## config.mk

```make
export PLATFORM = sky130hd
export DESIGN_NAME = tyrpf_ctrl
export DESIGN_NICKNAME = d
export VERILOG_FILES = /design/src/rtl/tyrpf_pkg.sv /design/src/rtl/tyrpf_ctrl.sv
export VERILOG_INCLUDE_DIRS = /design/src /design/src/rtl
export SDC_FILE = /design/constraint.sdc
export NUM_CORES = 1
export LEC_CHECK = 0
export ABC_AREA = 1
export BUFFER_PORTS_ARGS = -buffer_cell sky130_fd_sc_hd__buf_2
export CAP_MARGIN = 20
export CORE_AREA = 4 4 41 43
export CTS_BUF_LIST = sky130_fd_sc_hd__clkbuf_4
export CTS_CLUSTER_SIZE = 14
export DETAILED_ROUTE_END_ITERATION = 12
export DIE_AREA = 0 0 45 47
export HOLD_SLACK_MARGIN = 0.02
export SYNTH_ARGS = -nofsm -noshare
export SYNTH_HDL_FRONTEND = slang
export SYNTH_SLANG_ARGS = --single-unit
```

## constraint.sdc

```tcl
create_clock -name i_clk -period 1.1 [get_ports i_clk]
set_input_delay 0.055 -clock i_clk [delete_from_list [all_inputs] [get_ports i_clk]]
set_output_delay 0.055 -clock i_clk [all_outputs]
set_load 0.01 [all_outputs]
```

## src/rtl/tiled_yuv_to_rgb_pixel_fetch_defines.svh

```systemverilog
// ============================================================================
// Tiled YUV to RGB pixel fetch - assertion macros
// Shared property wrappers; each expects i_clk and i_rst_n in scope.
// ============================================================================
`ifndef TILED_YUV_TO_RGB_PIXEL_FETCH_DEFINES_SVH
`define TILED_YUV_TO_RGB_PIXEL_FETCH_DEFINES_SVH

// Check a consequence in the same cycle as its cause
`define TYRPF_ASSERT_NOW(label, ante, cons, msg) \
    label: assert property (@(posedge i_clk) disable iff (!i_rst_n) (ante) |-> (cons)) \
        else $error(msg);

// Check a consequence in the cycle after its cause
`define TYRPF_ASSERT_NEXT(label, ante, cons, msg) \
    label: assert property (@(posedge i_clk) disable iff (!i_rst_n) (ante) |=> (cons)) \
        else $error(msg);

// Check a consequence after the delay n from its cause
`define TYRPF_ASSERT_DELAY(label, ante, n, cons, msg) \
    label: assert property (@(posedge i_clk) disable iff (!i_rst_n) (ante) |-> ##n (cons)) \
        else $error(msg);

`endif

```

## src/rtl/tyrpf_pkg.sv

```systemverilog
// ============================================================================
// Tiled YUV to RGB pixel fetch - package
// Word types, command struct and register codes shared by the non-RAM modules.
// ============================================================================
package tyrpf_pkg;

    // Field widths fixed by the interface
    localparam int LOAD_ADDR_W = 20;
    localparam int COORD_W     = 10;
    localparam int BYTE_W      = 8;
    localparam int CFG_DATA_W  = 10;
    localparam int CFG_INDEX_W = 2;

    // Input word kinds
    localparam logic KIND_LOAD    = 1'b0;
    localparam logic KIND_CONVERT = 1'b1;

    // Configuration register indexes
    localparam logic [CFG_INDEX_W-1:0] CFG_FRAME_WIDTH  = 2'd0;
    localparam logic [CFG_INDEX_W-1:0] CFG_FRAME_HEIGHT = 2'd1;
    localparam logic [CFG_INDEX_W-1:0] CFG_RGB_ORDER    = 2'd2;

    // Configuration reset values
    localparam logic [COORD_W-1:0] FRAME_WIDTH_RST  = 10'd720;
    localparam logic [COORD_W-1:0] FRAME_HEIGHT_RST = 10'd576;
    localparam logic               RGB_ORDER_RST    = 1'b1;

    typedef struct packed {
        logic                   kind;
        logic [LOAD_ADDR_W-1:0] load_address;
        logic [BYTE_W-1:0]      load_data;
        logic [COORD_W-1:0]     column;
        logic [COORD_W-1:0]     line;
    } t_in_word;

    typedef struct packed {
        logic [BYTE_W-1:0] first_channel;
        logic [BYTE_W-1:0] green;
        logic [BYTE_W-1:0] last_channel;
        logic              out_of_range;
    } t_out_word;

    // Controller to datapath commands, at most one active per cycle
    typedef struct packed {
        logic capture;   // latch convert coordinate
        logic write;     // store one load byte
        logic addr;      // register tiled addresses
        logic read;      // read luma and chroma pair
        logic load_out;  // load result into output register
    } t_dp_cmd;

endpackage

```

## src/rtl/tyrpf_ctrl.sv

```systemverilog
// ============================================================================
// Tiled YUV to RGB pixel fetch - controller
// Sequences each convert word through address, read and colour stages.
// ============================================================================
`include "tiled_yuv_to_rgb_pixel_fetch_defines.svh"

module tyrpf_ctrl (
    input  logic              i_clk,
    input  logic              i_rst_n,
    input  logic              i_in_valid,
    input  logic              i_in_kind,
    output logic              o_in_stall,
    input  logic              i_out_stall,
    output logic              o_out_valid,
    output tyrpf_pkg::t_dp_cmd o_cmd
);
    import tyrpf_pkg::*;

    typedef enum logic [1:0] {
        S_IDLE,
        S_ADDR,
        S_READ,
        S_CALC
    } t_state;

    t_state r_state;
    logic   r_out_valid;
    logic   w_accept;
    logic   w_out_free;

    // Take a word only between converts
    assign w_accept   = i_in_valid && (r_state == S_IDLE);
    assign w_out_free = !r_out_valid || !i_out_stall;

    // Decode commands from state
    always_comb begin
        o_cmd          = '0;
        o_cmd.capture  = w_accept && (i_in_kind == KIND_CONVERT);
        o_cmd.write    = w_accept && (i_in_kind == KIND_LOAD);
        o_cmd.addr     = (r_state == S_ADDR);
        o_cmd.read     = (r_state == S_READ);
        o_cmd.load_out = (r_state == S_CALC) && w_out_free;
    end

    // Advance state, track output register occupancy
    always_ff @(posedge i_clk) begin
        if (!i_rst_n) begin
            r_state     <= S_IDLE;
            r_out_valid <= 1'b0;
        end else begin
            if (o_cmd.load_out) begin
                r_out_valid <= 1'b1;
            end else if (r_out_valid && !i_out_stall) begin
                r_out_valid <= 1'b0;
            end
            case (r_state)
                S_IDLE: begin
                    if (o_cmd.capture) begin
                        r_state <= S_ADDR;
                    end
                end
                S_ADDR: begin
                    r_state <= S_READ;
                end
                S_READ: begin
                    r_state <= S_CALC;
                end
                S_CALC: begin
                    if (w_out_free) begin
                        r_state <= S_IDLE;
                    end
                end
                default: begin
                    r_state <= S_IDLE;
                end
            endcase
        end
    end

    assign o_in_stall  = (r_state != S_IDLE);
    assign o_out_valid = r_out_valid;

    // Checks on sequencing
    `TYRPF_ASSERT_NOW(a_cmd_onehot, 1'b1, $onehot0(o_cmd), "more than one datapath command")
    `TYRPF_ASSERT_DELAY(a_convert_reaches_calc, o_cmd.capture, 3, r_state == S_CALC, "convert did not reach colour stage")
    `TYRPF_ASSERT_NEXT(a_result_published, o_cmd.load_out, r_out_valid && (r_state == S_IDLE), "result not published")

endmodule

```

# ---- Yosys cells after proc, flatten, opt, wreduce, memory -nomap -nowiden
# Index checks and enable logic that the tools add are counted.
dict set report op_classes {
  addsub 0
  multipliers 0
  div_mod_pow 0
  n_lt_le_gt_ge 0
  eq_ne 5
  shifts 0
  n_mux 5
  n_bitwise 1
  n_reduce_logical 12
}
# operator count
set op_table {}
lappend op_table {{2-bit case mux with 4 select lines} 1}
lappend op_table {{1-bit logical AND} 5}
lappend op_table {{2-bit equality test (second input constant)} 2}
lappend op_table {{2-bit two-way mux} 2}
lappend op_table {{2-bit inequality test (second input constant)} 2}
lappend op_table {{2-bit nonzero test} 2}
lappend op_table {{2-bit by 1-bit equality test with 1-bit output (second input constant)} 1}
lappend op_table {{1-bit zero test} 2}
lappend op_table {{2-bit zero test} 1}
lappend op_table {{1-bit two-way mux} 2}
lappend op_table {{2-bit AND reduction} 1}
lappend op_table {{1-bit logical OR} 1}
lappend op_table {{1-bit NOT} 1}
dict set report word_totals {
  register_bits 3
  latchBits 0
  mem_bits_rw 0
  mem_bits_ro 0
  inputBits 5
  output_inout_bits 7
  elab_cells 25
  memories 0
}

# ---- Depth between registers and ports, before layout
# Gate-level depths: netlist (run 1).
dict set report logic_depth {
  word_depth 5
  depth_mapped 7
  ltp_nobuf 7
}

# ---- Least setup slack after synthesis (run 1)
# Ideal clock, no wire load.
dict set report synth_path {
  kind {reg-to-reg}
  from {register r_state[0]}
  to {register r_state[0]}
  setup_time_ns 0.113
  arrival_time_ns 0.949
  t_required_ns 0.987
  setup_slack_ns 0.038
  stages_incl_launch_ff 8
  path_buffers 0
  period_less_slack_ns 1.062
  path_cell_list {dfxtp_1 -> inv_1 -> ha_1 -> inv_2 -> a21oi_2 -> nor2_2 -> nor2_1 -> nor2_1}
}
dict set report synth_between {
  elab_chain_len 5
  elab_cells_between_ends 10
  classes_between {5 x eq/ne; 1 x mux; 4 x reduce/logical}
}
# element line
set synth_lines {}
lappend synth_lines {{start: declaration} tyrpf_ctrl.sv:26} ;# t_state r_state;
lappend synth_lines {{start signal: assignment} tyrpf_ctrl.sv:48} ;# r_state <= S_IDLE;
lappend synth_lines {{start signal: assignment} tyrpf_ctrl.sv:59} ;# r_state <= S_ADDR;
lappend synth_lines {{start signal: assignment} tyrpf_ctrl.sv:63} ;# r_state <= S_READ;
lappend synth_lines {{2-bit zero test} {tyrpf_ctrl.sv:32, tyrpf_ctrl.sv:56}}
lappend synth_lines {{1-bit logical AND} tyrpf_ctrl.sv:32} ;# assign w_accept = i_in_valid && (r_state == S_IDLE);
lappend synth_lines {{1-bit logical AND} tyrpf_ctrl.sv:38} ;# o_cmd.capture = w_accept && (i_in_kind == KIND_CONVERT);
lappend synth_lines {{2-bit inequality test (no line)} n/a}
lappend synth_lines {{2-bit AND reduction (no line)} n/a}
# Several ways; a longest one is shown, not always the timed one.
# A chain may end at the register's enable or synchronous reset.

==> implementation parameters, run 1 <==
Parameter                              Value

CTS
  Clock-pin slew on the worst setup and hold paths    0.04 ns
  Clock latency on the worst-skew pair    0.23 ns
  Deepest level of the CTS H-tree    1
  CTS tree    built
  Maximum buffer depth of the clock tree    2
  Clock tree root driver cell    sky130_fd_sc_hd__clkbuf_4
  Count of hold-fix buffers inserted at cts    0
  # clock sinks    3
  TritonCTS Buffers    3
  Number of setup buffers added after CTS    0

Logic synthesis
  Top cell type by total area after synthesis    sky130_fd_sc_hd__ha_1
  Main area contributors after synthesis    sky130_fd_sc_hd__ha_1, sky130_fd_sc_hd__dfxtp_1, sky130_fd_sc_hd__inv_1
  Yosys top cell area share    0.258
  Synth cell count leaders    sky130_fd_sc_hd__inv_1, sky130_fd_sc_hd__nor2_1, sky130_fd_sc_hd__ha_1, sky130_fd_sc_hd__nand2_1
  Sequential area share after synthesis    0.247
  Mapped cell area    243 um2
  Net Count, Synth    44
  Distinct cell type count of the synthesized netlist    12
  Share of synthesized registers carrying an async set or reset    0
  Number of standard cells after synthesis    34
  Ys Warns    0
  Synthesized area per cell    7.14 um2
  Number of synthesized flops with an enable pin    0
  Synthesis-stage register bit count    3
  Prevailing post-synth register cell    sky130_fd_sc_hd__dfxtp_1

Critical path
  Ordered list of cells on the worst path    inv_2, ha_4, nand2_1, nor2_1, buf_2
  Combined buffer and inverter count along the critical path    2
  Required time at the worst-slack endpoint    1.04 ns
  Setup CP Type    register to primary output
  Sort of element at the end of the critical path    primary output
  Delay contributed by the slowest stage of the critical path    0.32 ns
  Worst Setup Start Kind    register
  Largest delay contributor family on the critical path    flip-flops
  Data arrival, critical path    1.06 ns
  CP max stage cell    sky130_fd_sc_hd__dfxtp_2
  Largest fanout of any net on the critical path    4
  Register-to-register setup slack    0.07 ns

Routing
  Wire length per cell    7.67 um
  Number of detailed-routing iterations run before antenna repair    2
  Antenna Nets Post-Route    0
  Total DRC errors in the routed layout    0
  Via count    259
  DRC violation total after the first TritonRoute iteration    2
  Total length of routed wires    514 um
  Post-detailed-route via-to-cell ratio    3.87

Floorplan
  Floorplan die width    45 um
  Placeable Area    1300 um2
  Site row count    13
  Starting density of the core    0.187
  Overall die height    47 um
  IO Pins    12
  Total die area    2120 um2

Power
  Power density relative to cell area    2640 nW/um2
  Leak pwr    0.225 nW
  Final Power    1.08 mW
  Peak ir drop on the vdd network    865 uV

Run
  Max-cap violations    0

Finish
  # diodes    0
  Area growth from synthesis to layout    68.0%
  Final design area excluding fillers    408 um2
  Fraction of layout cells with a size suffix above 1    0.558
  Number of nets in the finished design    63

Timing
  Slew HR    0.909
  Period minus WS final    1.11 ns
  Final Slew Violations    0
  Clock Skews    0.000390 ns
  # setup viols final    1
  Number of hold violations in the final report    0
  Setup repair after global routing missed its margin    yes
  Worst setup slack after layout    -0.0113 ns
  Highest attainable clock frequency    0.900 GHz
  Worst-Margin Slew    0.136 ns
  Worst hold slack    0.0706 ns
  Period utilization    1.01

Min path
  Worst Hold Class    primary input to register

Place
  Sum of net half-perimeters after detailed placement    428 um
  Worst setup slack after placement    -0.0249 ns
  Quantity of I/O buffers inserted on ports    11
  Global placer's final weighted congestion    0.684
  Placement-stage cell area    339 um2

Global route
  GRT Residual Overflow    0
  Overall Global Routing Usage    0.0576
  Initial antenna violation count    0
  Global-route wire length before repair    841 um
  Largest net degree at the start of global routing    5
  Number of global-route vias before repair    238

Outcome
  Violated checks    setup timing
  Outcome    complete, but fails checks
[path summary, 6_finish.rpt]
check | startpoint | to | cells after the start
max | r_state[0] | o_cmd[3] | 5
max reg2reg | r_state[0] | r_state[0] | 7
min reg2reg | o_out_valid | o_out_valid | 2
min | i_rst_n | r_state[1] | 3
[repair_timing]
item                       4_1_cts  5_1_grt
gates resized for setup          8        2
setup endpoints to repair        7        6
pin swaps                        1        2
[kinds of logic after synthesis]
group	count (synthesis)	share of synthesized area
compound gates	3	0.0876
fa+ha+maj	5	0.258
flops	3	0.247
simple gates	16	0.299
buf+inv	7	0.108
[cell type report]
type	instances	area, um2
Clock buffer	4	30.0
Fill cell	156	893
Multi-Input combinational cell	24	186
Inverter	7	26.3
Timing Repair Buffer	14	83.8
Sequential cell	3	62.6
Tap cell	15	18.8
[registers in the layout (all words and copies together), names as in the netlist]
| name | count |
|---|---|
| o_out_valid | 1 |
| r_state | 2 |
[per-stage QoR]
stage	setup TNS, ns	utilization	cells
2_1_floorplan	0	-	34
3_3_place_gp	-0.0317	0.261	63
3_5_place_dp	-0.0454	0.261	63
4_1_cts	-0.0155	0.301	67
5_1_grt	-0.255	0.313	67
6_report	-0.0113	0.313	67
[metal layers]
metal / vias to the layer above / global-route usage / share of wire
li1: 139 / - / -
met1: 114 / 0.0498 / 0.38
met2: 6 / 0.102 / 0.53
met3: 0 / 0.0345 / 0.082
met4: 0 / 0.0351 / 0
met5: - / 0 / 0
[tightest hold or removal path, cell delays in order]
cell and delay (ns):
sky130_fd_sc_hd__buf_2 0.11, sky130_fd_sc_hd__nand2_1 0.06, sky130_fd_sc_hd__nor2_1 0.03
[power by group]
group,total [mW],switching [mW],internal [mW]
Clock,0.212,0.0518,0.160
Sequential,0.196,0.0372,0.158
Combinational,0.669,0.343,0.326
[placed cells by master (no fill, tap or decap)]
master	Yosys	final
sky130_fd_sc_hd__dfxtp_1	3	1
sky130_fd_sc_hd__inv_1	6	4
sky130_fd_sc_hd__nor2_1	6	6
sky130_fd_sc_hd__buf_2	0	10
sky130_fd_sc_hd__inv_2	1	3
sky130_fd_sc_hd__buf_4	0	3
sky130_fd_sc_hd__a21boi_0	1	1
sky130_fd_sc_hd__buf_6	0	1
sky130_fd_sc_hd__clkbuf_4	0	4
sky130_fd_sc_hd__a21oi_1	1	1
sky130_fd_sc_hd__nor2_2	1	1
sky130_fd_sc_hd__dfxtp_2	0	2
sky130_fd_sc_hd__ha_4	0	2
sky130_fd_sc_hd__nand3_2	1	2
sky130_fd_sc_hd__nand3_1	3	2
sky130_fd_sc_hd__ha_1	5	3
sky130_fd_sc_hd__nand2_1	5	5
sky130_fd_sc_hd__a21oi_2	1	1
Note: power is estimated with default switching activity, not from simulation.
==> run 2: changes to the inputs <==
--- a/config.mk
+++ b/config.mk
@@ -15,6 +15,7 @@
 export DETAILED_ROUTE_END_ITERATION = 12
 export DIE_AREA = 0 0 45 47
 export HOLD_SLACK_MARGIN = 0.02
+export SKIP_LAST_GASP = 1
 export SYNTH_ARGS = -nofsm -noshare
 export SYNTH_HDL_FRONTEND = slang
 export SYNTH_SLANG_ARGS = --single-unit
==> run 2 against run 1 <==
  * The run still ends with setup timing left
  * Combinational power is essentially flat
  * Via count unchanged
  * Critical endpoint unchanged
  * Non-clock buffer count did not move
  * Flip-flop and latch count unchanged
  * Cell area unchanged
  * Clock skew stayed put
  * Die area did not move
  * Count of clock-buffer cells in the layout unchanged
  * Setup slack stayed put
  * Clock power about the same
==> implementation parameters, run 2 (same netlist as run 1, synthesis figures left out) <==
Parameter                              Value

Outcome
  Outcome    complete, but fails checks
  Violated checks    setup timing

Place
  Global placer's final weighted congestion    0.684
  Quantity of I/O buffers inserted on ports    11
  Sum of net half-perimeters after detailed placement    428 um
  Placed cell count    63
  Placement-stage cell area    339 um2

Floorplan
  Placeable Area    1300 um2
  Starting density of the core    0.187
  Floorplan die width    45 um
  IO Pins    12
  Site row count    13
  Overall die height    47 um
  Total die area    2120 um2

CTS
  CTS tree    built
  Clock latency on the worst-skew pair    0.23 ns
  # clock sinks    3
  Deepest level of the CTS H-tree    1
  Count of hold-fix buffers inserted at cts    0
  Clock-pin slew on the worst setup and hold paths    0.04 ns
  TritonCTS Buffers    3
  Maximum buffer depth of the clock tree    2
  Clock tree root driver cell    sky130_fd_sc_hd__clkbuf_4
  Number of setup buffers added after CTS    0

Finish
  Reg with most FFs    r_state
  Area growth from synthesis to layout    68.0%
  Largest register FFs    2
  Number of nets in the finished design    63
  # diodes    0
  Final design area excluding fillers    408 um2
  Fraction of layout cells with a size suffix above 1    0.558
  Most used cells in the layout excluding fill and tap cells    sky130_fd_sc_hd__buf_2, sky130_fd_sc_hd__nor2_1, sky130_fd_sc_hd__nand2_1
  Number of cells in the finished layout apart from fillers    67
  Post-layout utilization of the core    0.313
  Most frequent standard cell in the layout excluding fill and tap cells    sky130_fd_sc_hd__buf_2

Power
  Power density relative to cell area    2640 nW/um2
  Sw Pwr    0.432 mW
  Leak pwr    0.225 nW
  Final Power    1.08 mW
  Clock network fraction of total power    0.197
  Peak ir drop on the vdd network    865 uV
  Combinational share of power    0.621
  Net switching share of the total power    0.401
  Internal portion of total power    0.645 mW
  Register share of total power    0.182

Routing
  Number of detailed-routing iterations run before antenna repair    2
  Total DRC errors in the routed layout    0
  Via count    259
  DRC violation total after the first TritonRoute iteration    2
  Antenna Nets Post-Route    0
  Wire length per cell    7.67 um
  Total length of routed wires    514 um
  Post-detailed-route via-to-cell ratio    3.87

Min path
  Hold Crit Depth    3
  Hold EP    r_state[1]
  Worst hold start    i_rst_n
  Worst Hold Class    primary input to register

Critical path
  Startpoint of the lowest-slack register-to-register path    r_state[0]
  Sort of element at the end of the critical path    primary output
  Worst R2R End    r_state[0]
  Setup CP Type    register to primary output
  Required time at the worst-slack endpoint    1.04 ns
  Largest fanout of any net on the critical path    4
  Data arrival, critical path    1.06 ns
  Worst reg2reg path depth    7
  Worst Setup Start Kind    register
  Register-to-register setup slack    0.07 ns

Global route
  Global-route wire length before repair    841 um
  Number of global-route vias before repair    238
  GRT Residual Overflow    0
  Largest net degree at the start of global routing    5
  Initial antenna violation count    0
  Overall Global Routing Usage    0.0576

Timing
  # setup viols final    1
  Number of hold violations in the final report    0
  Final Slew Violations    0
  Worst setup slack after layout    -0.0113 ns
  Highest attainable clock frequency    0.900 GHz
  Setup repair after global routing missed its margin    yes
  Period utilization    1.01
  Period minus WS final    1.11 ns
  Worst-Margin Slew    0.136 ns
  Sum of negative setup slack    -0.0113 ns
  Slew HR    0.909
  Clock Skews    0.000390 ns

Run
  Max-cap violations    0
==> run 2: cell counts in the layout (fill, tap and decap cells not counted) <==
No cell type changed its count.
==> run 2: worst max-delay path by stage <==
stage	slack [ns]	cells after the start	to	from
after floorplan	0.04	7	r_state[0]	r_state[0]
after global placement	-0.02	7	r_state[1]	r_state[0]
after detailed placement	-0.02	7	r_state[1]	r_state[0]
after CTS	-0.01	5	o_cmd[3]	r_state[1]
after global routing	-0.10	5	o_cmd[3]	r_state[0]
final	-0.01	5	o_cmd[3]	r_state[0]
==> run 2: worst max-delay path: stages, from the launching register on <==
cell and delay, ns:
sky130_fd_sc_hd__dfxtp_2 0.32, sky130_fd_sc_hd__inv_2 0.09, sky130_fd_sc_hd__ha_4 0.16, sky130_fd_sc_hd__nand2_1 0.05
sky130_fd_sc_hd__nor2_1 0.08, sky130_fd_sc_hd__buf_2 0.13
==> run 2: routing by layer <==
layer,up-vias,global-route usage,routed length (um)
met5,-,0,0
met2,6,0.102,274
li1,139,-,-
met3,0,0.0345,42
met4,0,0.0351,0
met1,114,0.0498,197
==> run 2: area by class of cell <==
cell class                      count  area (um2)
Clock buffer                        4        30.0
Fill cell                         156         893
Inverter                            7        26.3
Multi-Input combinational cell     24         186
Sequential cell                     3        62.6
Tap cell                           15        18.8
Timing Repair Buffer               14        83.8
==> run 2: what timing repair did <==
| action | in CTS | in global routing |
|---|---|---|
| hold endpoints to repair | 0 | 0 |
| resized for setup | 8 | 2 |
| pin swaps | 1 | 2 |
| cloned | 0 | 0 |
| setup endpoints to repair | 7 | 6 |
==> run 2: power by group through the flow <==
| stage | logic [mW] | clock network (mW) | registers (mW) |
|---|---|---|---|
| final | 0.669 | 0.212 | 0.196 |
| after global routing | 0.763 | 0.241 | 0.206 |
| after CTS | 0.630 | 0.220 | 0.196 |
| after detailed placement | 0.564 | 0 | 0.184 |
| after global placement | 0.559 | 0 | 0.185 |
| after floorplan | 0.349 | 0 | 0.188 |
==> run 2: metrics by stage <==
| step | hold WS [ns] | setup slack (ns) |
|---|---|---|
| global route | 0.0936 | -0.102 |
| detailed placement | 0.316 | -0.0249 |
| CTS | 0.0694 | -0.00993 |
| floorplan | 0.158 | 0.0380 |
| global placement | 0.310 | -0.0185 |
| finish | 0.0706 | -0.0113 |
==> run 3: changes to the inputs <==
--- a/config.mk
+++ b/config.mk
@@ -9,12 +9,15 @@
 export ABC_AREA = 1
 export BUFFER_PORTS_ARGS = -buffer_cell sky130_fd_sc_hd__buf_2
 export CAP_MARGIN = 20
+export CELL_PAD_IN_SITES_DETAIL_PLACEMENT = 1
+export CELL_PAD_IN_SITES_GLOBAL_PLACEMENT = 1
 export CORE_AREA = 4 4 41 43
 export CTS_BUF_LIST = sky130_fd_sc_hd__clkbuf_4
 export CTS_CLUSTER_SIZE = 14
 export DETAILED_ROUTE_END_ITERATION = 12
 export DIE_AREA = 0 0 45 47
 export HOLD_SLACK_MARGIN = 0.02
+export PLACE_DENSITY_LB_ADDON = 0.1
 export SKIP_LAST_GASP = 1
 export SYNTH_ARGS = -nofsm -noshare
 export SYNTH_HDL_FRONTEND = slang
==> run 3 against run 2 <==
  * The run still ends with setup timing left
  * Clock power about the same
  * Non-clock buffer count grew 1
  * First-iteration DRC count up 50%
  * Die area did not move
  * Clock skew is essentially flat
  * Critical path type unchanged
==> implementation parameters, run 3 (same netlist as run 1, synthesis figures left out) <==
Parameter                              Value

Routing
  Total length of routed wires    658 um
  Total DRC errors in the routed layout    0
  Number of detailed-routing iterations run before antenna repair    2
  Antenna Nets Post-Route    0
  Wire length per cell    9.68 um
  Via count    277
  Post-detailed-route via-to-cell ratio    4.07
  DRC violation total after the first TritonRoute iteration    3

Critical path
  Data arrival, critical path    1.08 ns
  Delay contributed by the slowest stage of the critical path    0.36 ns
  Sort of element at the end of the critical path    primary output
  Largest fanout of any net on the critical path    4
  CP max stage cell    sky130_fd_sc_hd__dfxtp_4
  Ordered list of cells on the worst path    inv_4, ha_4, nand2_2, nor2_1, buf_2
  Required time at the worst-slack endpoint    1.04 ns
  Largest delay contributor family on the critical path    flip-flops
  Combined buffer and inverter count along the critical path    2
  Worst Setup Start Kind    register
  Setup CP Type    register to primary output
  Register-to-register setup slack    0.01 ns

Timing
  Worst setup slack after layout    -0.0306 ns
  Period utilization    1.03
  Setup repair after global routing missed its margin    yes
  Number of hold violations in the final report    0
  Worst-Margin Slew    0.147 ns
  Final Slew Violations    0
  Highest attainable clock frequency    0.885 GHz
  # setup viols final    2
  Period minus WS final    1.13 ns
  Slew HR    0.902
  Clock Skews    0.000308 ns

Floorplan
  IO Pins    12
  Overall die height    47 um
  Placeable Area    1300 um2
  Total die area    2120 um2
  Starting density of the core    0.187
  Floorplan die width    45 um
  Site row count    13

Outcome
  Violated checks    setup timing
  Outcome    complete, but fails checks

Power
  Register share of total power    0.192
  Power density relative to cell area    2750 nW/um2
  Sw Pwr    0.539 mW
  Net switching share of the total power    0.417
  Internal portion of total power    0.755 mW
  Peak ir drop on the vdd network    864 uV
  Clock network fraction of total power    0.165
  Combinational share of power    0.643
  Leak pwr    0.235 nW

Finish
  # diodes    0
  Reg with most FFs    r_state
  Most used cells in the layout excluding fill and tap cells    sky130_fd_sc_hd__buf_2, sky130_fd_sc_hd__nor2_1, sky130_fd_sc_hd__nand3_2, sky130_fd_sc_hd__clkbuf_4, sky130_fd_sc_hd__buf_4
  Largest register FFs    2
  Final design area excluding fillers    470 um2
  Number of nets in the finished design    64
  Layout fillers    161
  Most frequent standard cell in the layout excluding fill and tap cells    sky130_fd_sc_hd__buf_2
  Fraction of layout cells with a size suffix above 1    0.755
  Area growth from synthesis to layout    93.8%

CTS
  Maximum buffer depth of the clock tree    2
  Clock tree root driver cell    sky130_fd_sc_hd__clkbuf_4
  TritonCTS Buffers    3
  # clock sinks    3
  Clock latency on the worst-skew pair    0.23 ns
  CTS tree    built
  Deepest level of the CTS H-tree    1
  Clock-pin slew on the worst setup and hold paths    0.04 ns

Place
  Sum of net half-perimeters after detailed placement    512 um
  Global placer's final weighted congestion    0.699
  Worst setup slack after placement    -0.0848 ns
  Placement-stage cell area    332 um2
  Quantity of I/O buffers inserted on ports    11

Global route
  Global-route wire length before repair    1080 um
  GRT Residual Overflow    0
  Overall Global Routing Usage    0.0734
  Initial antenna violation count    0
  Number of global-route vias before repair    264
  Largest net degree at the start of global routing    5

Min path
  Worst Hold Class    primary input to register

Run
  Max-cap violations    0
run 3: changes by cell type in the layout (fill, tap and decap cells not counted), sizes merged:
cell | before | now
buf | 14 | 15
run 3: layout make-up:
cell class / count / area, um2 / share of cell area
clock buffers: 4 / 30.0 / 0.0638
repair buffers: 15 / 97.6 / 0.207
well taps: 15 / 18.8 / 0.0399
multi-input cells: 24 / 225 / 0.479
inverters: 7 / 31.3 / 0.0665
flip-flops and latches: 3 / 67.6 / 0.144
run 3: power groups by stage:
stage,sequential [mW],clock [mW],combinational (mW)
after floorplan,0.188,0,0.349
after global placement,0.190,0,0.538
after detailed placement,0.193,0,0.550
after CTS,0.246,0.228,0.694
after global routing,0.255,0.243,0.928
final,0.248,0.214,0.832
run 3: worst reg2reg max path: stages (launching register included):
cell	delay [ns]
sky130_fd_sc_hd__dfxtp_4	0.38
sky130_fd_sc_hd__inv_4	0.05
sky130_fd_sc_hd__ha_4	0.17
sky130_fd_sc_hd__buf_4	0.13
sky130_fd_sc_hd__nand2_2	0.08
sky130_fd_sc_hd__nand3_2	0.07
sky130_fd_sc_hd__nand2_2	0.07
sky130_fd_sc_hd__nor2_1	0.03
run 3: metal layers:
layer	wire length, um	track usage	vias up
li1	-	-	144
met1	278	0.0726	124
met2	318	0.116	9
met3	61	0.0421	0
met4	0	0.0526	0
met5	0	0	-
run 3: stage by stage:
| stage | util | setup TNS (ns) | hold WS [ns] | std cells | power, mW |
|---|---|---|---|---|---|
| final | 0.362 | -0.0607 | 0.0570 | 68 | 1.29 |
| after global routing | 0.362 | -0.319 | 0.0616 | 68 | 1.43 |
| after CTS | 0.330 | -0.0691 | 0.0557 | 66 | 1.17 |
| after detailed placement | 0.255 | -0.164 | 0.315 | 62 | 0.743 |
| after global placement | 0.255 | -0.0425 | 0.313 | 62 | 0.728 |
| after floorplan | - | 0 | 0.158 | 34 | 0.537 |
run 3: worst paths after layout:
path | cells after the start | endpoint | from
hold / removal | 3 | r_state[0] | i_rst_n
setup / recovery | 5 | o_cmd[3] | r_state[1]
setup reg to reg | 7 | r_state[0] | r_state[0]
hold reg to reg | 2 | o_out_valid | o_out_valid
run 3: timing repair:
| action | CTS | global route |
|---|---|---|
| hold buffers | 0 | 0 |
| pin swaps | 1 | 5 |
| setup buffers | 0 | 2 |
| endpoints found under the setup margin | 8 | 8 |
| resized for setup | 19 | 7 |
